`src/design/lpfd_pkg.sv`:
```
// Package for the length-prefixed frame deframer.
// Holds the item and result types, the opcode, status and header-phase codes.
// No dependencies.
package lpfd_pkg;

  localparam int unsigned ByteW    = 8;
  localparam int unsigned LenW     = 16;
  localparam int unsigned FramesW  = 32;
  localparam logic [LenW-1:0] MaxLenReset = 16'd256;

  typedef enum logic {
    OP_DATA   = 1'b0,
    OP_FINISH = 1'b1
  } lpfd_op_e;

  typedef enum logic [2:0] {
    ST_OK        = 3'd0,
    ST_BAD_LEN   = 3'd1,
    ST_REJECTED  = 3'd2,
    ST_FAILED    = 3'd3,
    ST_TRUNCATED = 3'd4
  } lpfd_status_e;

  // Header phase: waiting for the high length byte, the low one, or in payload.
  typedef enum logic [1:0] {
    HDR_HIGH = 2'd0,
    HDR_LOW  = 2'd1,
    HDR_DONE = 2'd2
  } lpfd_hdr_e;

  typedef struct packed {
    lpfd_op_e         opcode;
    logic [ByteW-1:0] data_byte;
    logic             sink_accept;
  } lpfd_item_t;

  typedef struct packed {
    lpfd_status_e       status;
    logic               payload_valid;
    logic [ByteW-1:0]   payload_byte;
    logic               frame_last;
    logic [LenW-1:0]    frame_length;
    logic [FramesW-1:0] frames_accepted;
  } lpfd_result_t;

endpackage

```
`src/design/length_prefixed_frame_deframer.sv`:
```
// Length-prefixed frame deframer, top level.
// Path: an accepted input item waits in the input register until the result register has room,
// then its parse result is loaded into the result register and offered on the result channel.
// Throughput: one item per cycle; the input and result registers each hold one item and the
// parse logic steps one item per cycle, so transfers continue back to back while the sink is
// ready. Reset (rst_ni, async, active low): parse state, counter and valids clear; max 256.
module length_prefixed_frame_deframer import lpfd_pkg::*; #(
  parameter int unsigned COUNT_WIDTH = 32
) (
  input  logic            clk_i,
  input  logic            rst_ni,
  // configuration: maximum payload length
  input  logic            cfg_we_i,
  input  logic [LenW-1:0] cfg_wdata_i,
  // input channel
  input  logic            in_valid_i,
  output logic            in_ready_o,
  input  logic            opcode_i,
  input  logic [ByteW-1:0] data_byte_i,
  input  logic            sink_accept_i,
  // result channel
  output logic            out_valid_o,
  input  logic            out_ready_i,
  output logic [2:0]      status_o,
  output logic            payload_valid_o,
  output logic [ByteW-1:0] payload_byte_o,
  output logic            frame_last_o,
  output logic [LenW-1:0] frame_length_o,
  output logic [FramesW-1:0] frames_accepted_o
);

  lpfd_item_t   in_item;
  lpfd_item_t   stage_item;
  logic         stage_valid;
  logic         out_free;
  logic         advance;
  lpfd_result_t core_res;
  lpfd_result_t out_res;

  // Pack the incoming fields into one item.
  assign in_item.opcode      = lpfd_op_e'(opcode_i);
  assign in_item.data_byte   = data_byte_i;
  assign in_item.sink_accept = sink_accept_i;

  // Advance the held item through the parser whenever the result register
  // has room; parse state commits on the same edge.
  assign advance = stage_valid && out_free;

  lpfd_in_stage u_in (
    .clk_i      (clk_i),
    .rst_ni     (rst_ni),
    .in_valid_i (in_valid_i),
    .in_ready_o (in_ready_o),
    .item_i     (in_item),
    .take_i     (advance),
    .valid_o    (stage_valid),
    .item_o     (stage_item)
  );

  lpfd_core #(
    .COUNT_WIDTH (COUNT_WIDTH)
  ) u_core (
    .clk_i       (clk_i),
    .rst_ni      (rst_ni),
    .cfg_we_i    (cfg_we_i),
    .cfg_wdata_i (cfg_wdata_i),
    .step_i      (advance),
    .item_i      (stage_item),
    .result_o    (core_res)
  );

  lpfd_out_stage u_out (
    .clk_i       (clk_i),
    .rst_ni      (rst_ni),
    .load_i      (advance),
    .result_i    (core_res),
    .free_o      (out_free),
    .out_valid_o (out_valid_o),
    .out_ready_i (out_ready_i),
    .result_o    (out_res)
  );

  // Unpack the held result onto the field ports.
  assign status_o          = out_res.status;
  assign payload_valid_o   = out_res.payload_valid;
  assign payload_byte_o    = out_res.payload_byte;
  assign frame_last_o      = out_res.frame_last;
  assign frame_length_o    = out_res.frame_length;
  assign frames_accepted_o = out_res.frames_accepted;

endmodule

```
`src/design/lpfd_in_stage.sv`:
```
// Input register of the deframer: holds one accepted item until the core takes it.
// Depends on lpfd_pkg.
module lpfd_in_stage import lpfd_pkg::*; (
  input  logic       clk_i,
  input  logic       rst_ni,
  input  logic       in_valid_i,
  output logic       in_ready_o,
  input  lpfd_item_t item_i,
  input  logic       take_i,
  output logic       valid_o,
  output lpfd_item_t item_o
);

  logic       valid_q, valid_d;
  lpfd_item_t item_q;
  logic       load;

  assign in_ready_o = !valid_q || take_i;
  assign load       = in_valid_i && in_ready_o;
  assign valid_d    = load ? 1'b1 : (take_i ? 1'b0 : valid_q);

  always_ff @(posedge clk_i or negedge rst_ni) begin
    if (!rst_ni) begin
      valid_q <= 1'b0;
    end else begin
      valid_q <= valid_d;
    end
  end

  always_ff @(posedge clk_i) begin
    if (load) begin
      item_q <= item_i;
    end
  end

  assign valid_o = valid_q;
  assign item_o  = item_q;

endmodule

```
`src/design/lpfd_core.sv`:
```
// Frame parsing state and the single-step update for one item.
// Depends on lpfd_pkg.
module lpfd_core import lpfd_pkg::*; #(
  parameter int unsigned COUNT_WIDTH = 32
) (
  input  logic            clk_i,
  input  logic            rst_ni,
  input  logic            cfg_we_i,
  input  logic [LenW-1:0] cfg_wdata_i,
  input  logic            step_i,
  input  lpfd_item_t      item_i,
  output lpfd_result_t    result_o
);

  lpfd_hdr_e              hdr_q, hdr_d;
  logic [ByteW-1:0]       hi_q, hi_d;
  logic [LenW-1:0]        exp_q, exp_d;
  logic [LenW-1:0]        pbs_q, pbs_d;
  logic                   failed_q, failed_d;
  logic [COUNT_WIDTH-1:0] cnt_q, cnt_d;
  logic [LenW-1:0]        max_q;
  logic [LenW-1:0]        new_len;
  logic [LenW-1:0]        pbs_inc;
  logic [FramesW-1:0]     cnt_out;

  assign new_len = {hi_q, item_i.data_byte};
  assign pbs_inc = pbs_q + LenW'(1);

  generate
    if (COUNT_WIDTH >= FramesW) begin : g_cnt_trunc
      assign cnt_out = cnt_d[FramesW-1:0];
    end else begin : g_cnt_ext
      assign cnt_out = {{(FramesW-COUNT_WIDTH){1'b0}}, cnt_d};
    end
  endgenerate

  always_comb begin
    hdr_d    = hdr_q;
    hi_d     = hi_q;
    exp_d    = exp_q;
    pbs_d    = pbs_q;
    failed_d = failed_q;
    cnt_d    = cnt_q;
    result_o.status        = ST_OK;
    result_o.payload_valid = 1'b0;
    result_o.payload_byte  = '0;
    result_o.frame_last    = 1'b0;
    result_o.frame_length  = exp_q;

    if (item_i.opcode == OP_FINISH) begin
      if (failed_q) begin
        result_o.status = ST_FAILED;
      end else if (hdr_q != HDR_HIGH || pbs_q != '0 || exp_q != '0) begin
        result_o.status = ST_TRUNCATED;
      end
    end else if (failed_q) begin
      result_o.status = ST_FAILED;
    end else begin
      unique case (hdr_q)
        HDR_HIGH: begin
          hi_d  = item_i.data_byte;
          hdr_d = HDR_LOW;
        end
        HDR_LOW: begin
          exp_d = new_len;
          hdr_d = HDR_DONE;
          result_o.frame_length = new_len;
          if (new_len == '0 || new_len > max_q) begin
            failed_d        = 1'b1;
            result_o.status = ST_BAD_LEN;
          end
        end
        HDR_DONE: begin
          result_o.payload_valid = 1'b1;
          result_o.payload_byte  = item_i.data_byte;
          pbs_d = pbs_inc;
          if (pbs_inc == exp_q) begin
            result_o.frame_last = 1'b1;
            if (item_i.sink_accept) begin
              cnt_d = cnt_q + COUNT_WIDTH'(1);
              hdr_d = HDR_HIGH;
              pbs_d = '0;
              exp_d = '0;
            end else begin
              failed_d        = 1'b1;
              result_o.status = ST_REJECTED;
            end
          end
        end
        default: begin
          hdr_d = HDR_HIGH;
        end
      endcase
    end
    result_o.frames_accepted = cnt_out;
  end

  always_ff @(posedge clk_i or negedge rst_ni) begin
    if (!rst_ni) begin
      hdr_q    <= HDR_HIGH;
      hi_q     <= '0;
      exp_q    <= '0;
      pbs_q    <= '0;
      failed_q <= 1'b0;
      cnt_q    <= '0;
    end else if (step_i) begin
      hdr_q    <= hdr_d;
      hi_q     <= hi_d;
      exp_q    <= exp_d;
      pbs_q    <= pbs_d;
      failed_q <= failed_d;
      cnt_q    <= cnt_d;
    end
  end

  always_ff @(posedge clk_i or negedge rst_ni) begin
    if (!rst_ni) begin
      max_q <= MaxLenReset;
    end else if (cfg_we_i) begin
      max_q <= cfg_wdata_i;
    end
  end

endmodule

```
`src/design/lpfd_out_stage.sv`:
```
// Result register of the deframer: holds one result until the sink takes it.
// Depends on lpfd_pkg.
module lpfd_out_stage import lpfd_pkg::*; (
  input  logic         clk_i,
  input  logic         rst_ni,
  input  logic         load_i,
  input  lpfd_result_t result_i,
  output logic         free_o,
  output logic         out_valid_o,
  input  logic         out_ready_i,
  output lpfd_result_t result_o
);

  logic         valid_q, valid_d;
  lpfd_result_t res_q;

  assign free_o  = !valid_q || out_ready_i;
  assign valid_d = load_i ? 1'b1 : (out_ready_i ? 1'b0 : valid_q);

  always_ff @(posedge clk_i or negedge rst_ni) begin
    if (!rst_ni) begin
      valid_q <= 1'b0;
    end else begin
      valid_q <= valid_d;
    end
  end

  always_ff @(posedge clk_i) begin
    if (load_i) begin
      res_q <= result_i;
    end
  end

  assign out_valid_o = valid_q;
  assign result_o    = res_q;

endmodule
```
`config.mk`:
```
export PLATFORM = sky130hd
export DESIGN_NAME = length_prefixed_frame_deframer
export DESIGN_NICKNAME = d
export VERILOG_FILES = /design/src/design/lpfd_pkg.sv /design/src/design/length_prefixed_frame_deframer.sv /design/src/design/lpfd_in_stage.sv /design/src/design/lpfd_core.sv /design/src/design/lpfd_out_stage.sv
export SDC_FILE = /design/constraint.sdc
export NUM_CORES = 1
export LEC_CHECK = 0
export ABC_AREA = 0
export BUFFER_PORTS_ARGS = -buffer_cell sky130_fd_sc_hd__buf_4
export CAP_MARGIN = 10
export CORE_MARGIN = 8
export CORE_UTILIZATION = 47
export CTS_CLUSTER_SIZE = 28
export DETAILED_ROUTE_END_ITERATION = 12
export PLACE_DENSITY = 0.64
export SYNTH_ARGS = -nofsm -noshare
export SYNTH_HDL_FRONTEND = slang
export SYNTH_SLANG_ARGS = --single-unit
```
`constraint.sdc`:
```
create_clock -name clk_i -period 3.63 [get_ports clk_i]
set_input_delay 0.1815 -clock clk_i [delete_from_list [all_inputs] [get_ports clk_i]]
set_output_delay 0.1815 -clock clk_i [all_outputs]
set_load 0.005 [all_outputs]
```
==> results by group <==
Run status
  • Status: finished clean

Timing
  • Worst-Margin Slew: 1080 ps
  • Clk_skew: 13.1 ps
  • Slew Limit Fails: 0
  • Final Cycle Share: 94.3%
  • Slew headroom: 28.1%
  • Final hold violations: 0
  • Period minus WS final: 3420 ps
  • Final setup vio count: 0
  • Final hold slack: 42.7 ps
  • Fmax achieved: 0.292 GHz

CTS
  • H-tree depth: 4
  • CTS tree: done
  • CTS Root Cell: clkbuf_16
  • Clock Latency Late Sink: 430 ps
  • Worst-path clk slew: 70 ps
  • Clock buffer depth: 2
  • CTS buffer count: 17
  • Clock sinks: 164

GRT
  • First-pass GRT wire length: 33.8 mm
  • Met3 global-route usage: 3.88%
  • Layer with the highest usage: met2
  • Number of global-route vias before repair: 6418
  • Largest net degree at the start of global routing: 71
  • Met2 Track Usage GR: 31.9%
  • Met1 usage: 24.5%
  • GRT overflow: 0
  • GRT Total Usage: 19.3%
  • Initial antenna violation count: 0

Logic synthesis
  • Syn. warnings: 0
  • Sequential cell area fraction in the yosys report: 53.5%
  • Yosys top cell area share: 27.6%
  • Syn Nets: 798
  • Primary FF master, synth: dfrtp_1
  • Average size of a mapped cell: 11.2 sq um
  • Number of synthesized flops with an enable pin: 71
  • Synth Cell Area: 8330 sq um
  • Synthesized netlist cell count: 744
  • Yosys top cell by area: dfrtp_1
  • Synth area leaders: dfrtp_1 28%, edfxtp_1 26%, xor2_1 5.6%, mux2_2 3.8%, ha_1 3.5%
  • Post-synth ARST share: 56.7%
  • Number of library cell types mapped by synthesis: 71
  • FF+latch count, synth: 164

Finish
  • Area growth syn-to-layout: 22.6%
  • Antenna diodes: 0
  • Share of layout cells above drive strength 1: 23.0%
  • Nets@finish: 934
  • Util after Layout: 59.1%

Worst setup path
  • Worst Setup End Kind: register
  • WS Path Type: reg2reg
  • Worst path arrival time: 3760 ps
  • Critical Path Most Common Cell: buf_4
  • CP max-delay cell: or3_1
  • Worst Setup Start Kind: register
  • Critical Path Fanout Max: 21
  • Flop2flop setup slack: 210 ps
  • Crit-path cells: ha_1 -> nand4_1 -> or3_1 -> nand4bb_1 -> a31o_1 -> a2111oi_4 -> buf_4 -> nand4_2 -> buf_4 -> nor4_1 -> xor2_1
  • Worst endpoint required time: 3970 ps
  • Largest stage delay, worst path: 450 ps

Routing
  • 1st-iter DRT viols: 397
  • ANT nets after route: 0
  • Routed wire length: 20.6 mm
  • Drt drc: 0
  • Via/cell ratio: 5.58
  • DR pass1 iterations: 5
  • Routed via count: 6238
  • Routed wire per std cell: 18.4 um

Floorplanning
  • Io pins: 94
  • Die Span X: 149 um
  • Die area: 22200 sq um
  • Core ar.: 17300 sq um
  • Die Ht: 149 um
  • Starting Density: 48.2%
  • FP Rows: 48

Power and ir drop
  • VDD IR-drop max: 0.000399 V
  • Leakage: 0.00452 uW
  • Power per cell area: 587 nW/um^2
  • PnR Total Power: 6000 uW

Flow run
  • Max Cap Viol: 0

Placed design
  • GP Congestion: 0.906
  • Port buffer count: 93
  • DP HPWL: 14.8 mm

Hold path
  • Hold WC Path Type: in2reg
[worst max-delay path, delay by kind of cell (launching register included)]
kind | cells | cell delay, ps
flops | 1 | 430
fa+ha+maj | 1 | 290
buf+inv | 2 | 470
simple gates | 5 | 1330
xor+xnor | 1 | 190
compound gates | 2 | 610
[cell usage in the layout, fill, tap and decap left out, types with 28 or more instances in the layout]
cell,Yosys,routed
o21ai_0,31,31
inv_1,34,33
dfrtp_1,92,91
xor2_1,53,53
nand3_1,29,29
edfxtp_1,71,71
nand2_1,59,59
dlygate4sd3_1,0,28
buf_4,5,120
nor2_1,50,50
mux2_2,28,28
[registers in the layout, indices dropped and copies added, names as in the netlist]
register and cells:
u_core.failed_q 1, u_in.item_o 10, u_in.valid_o 1, u_out.out_valid_o 1
u_core.exp_q 16, u_core.hdr_q 2, u_core.cnt_q 32, u_core.hi_q 8
u_core.pbs_q 16, u_out.result_o 61, u_core.max_q 16
[power by group]
part | internal (uW) | switching [uW]
Sequential | 2280 | 379
Clock | 899 | 788
Combinational | 803 | 849
Total | 3980 | 2020
[logic make-up (layout without fill, tap and decap cells)]
group	count (synthesis)	in the layout	synth area share, %
and+or+nand+nor	286	286	19.3
xor gates and xnor gates	79	79	8.30
AOI/OAI and AO/OA	97	97	8.02
buffers and inverters	65	214	3.35
DFF	164	164	53.5
adders and majority gates	23	23	3.45
muxes	30	30	4.02
[cells in the mapped netlist, types with 3 or more instances]
cell      instances
a22o_1           16
buf_4             5
nand3_1          29
inv_1            34
xnor2_1          26
xor2_1           53
or3_1             6
clkbuf_1         15
and3_1           17
nand2_1          59
nor2b_1           7
nand4_1          16
nand2b_1         11
nand4_2           3
and2_1            4
nor3_1           19
buf_2             6
ha_1             23
buf_1             3
or2_2             3
a31oi_1           5
o21ai_0          31
nor3_2            6
a21oi_1          13
nor3b_1           4
or4_1             9
o22ai_1           4
mux2_2           28
nor2_1           50
dfrtp_1          92
edfxtp_1         71
a21o_1            5
nor4_1           24
[stage by stage]
| stage | setup slack [ps] | TNS [ps] | area [sq um] | cells |
|---|---|---|---|---|
| after floorplan | 519 | 0 | 8330 | 744 |
| after global placement | 304 | 0 | 9360 | 1057 |
| after detailed placement | 196 | 0 | 9360 | 1057 |
| after CTS | 61.3 | 0 | 10200 | 1117 |
| after global routing | -23.6 | -53.7 | 10200 | 1118 |
| final | 208 | 0 | 10200 | 1118 |
[final timing paths]
kind / depth (start not counted) / start / endpoint
max: 11 / u_core.pbs_q[1] / u_core.cnt_q[24]
min: 3 / out_ready_i / u_out.out_valid_o
max reg2reg: 11 / u_core.pbs_q[1] / u_core.cnt_q[24]
min reg2reg: 1 / u_core.cnt_q[31] / u_core.cnt_q[31]
max in group asynchronous: 3 / rst_ni / u_core.cnt_q[11]
min in group asynchronous: 2 / rst_ni / u_core.max_q[15]
[what timing repair did]
item	CTS	global route
buffers inserted	0	1
endpoints found under the setup margin	0	22
endpoints found under the hold margin	94	0
gates resized for setup	0	4
hold buffers	28	0
[per-layer routing]
layer  vias up  routed length [um]
li1       2969                   -
met1      3048                8850
met2       187               10100
met3        34                1130
met4         0                 531
met5         -                   0
[final cells by class]
class | count | area (sq um)
Inverter | 34 | 128
Sequential cell | 164 | 4460
Clock buffer | 18 | 429
Timing Repair Buffer | 148 | 1180
Multi-Input combinational cell | 515 | 3620
Clock inverter | 14 | 119
Fill cell | 1481 | 7080
Tap cell | 225 | 282
Note: power is estimated with default switching activity, not from simulation.
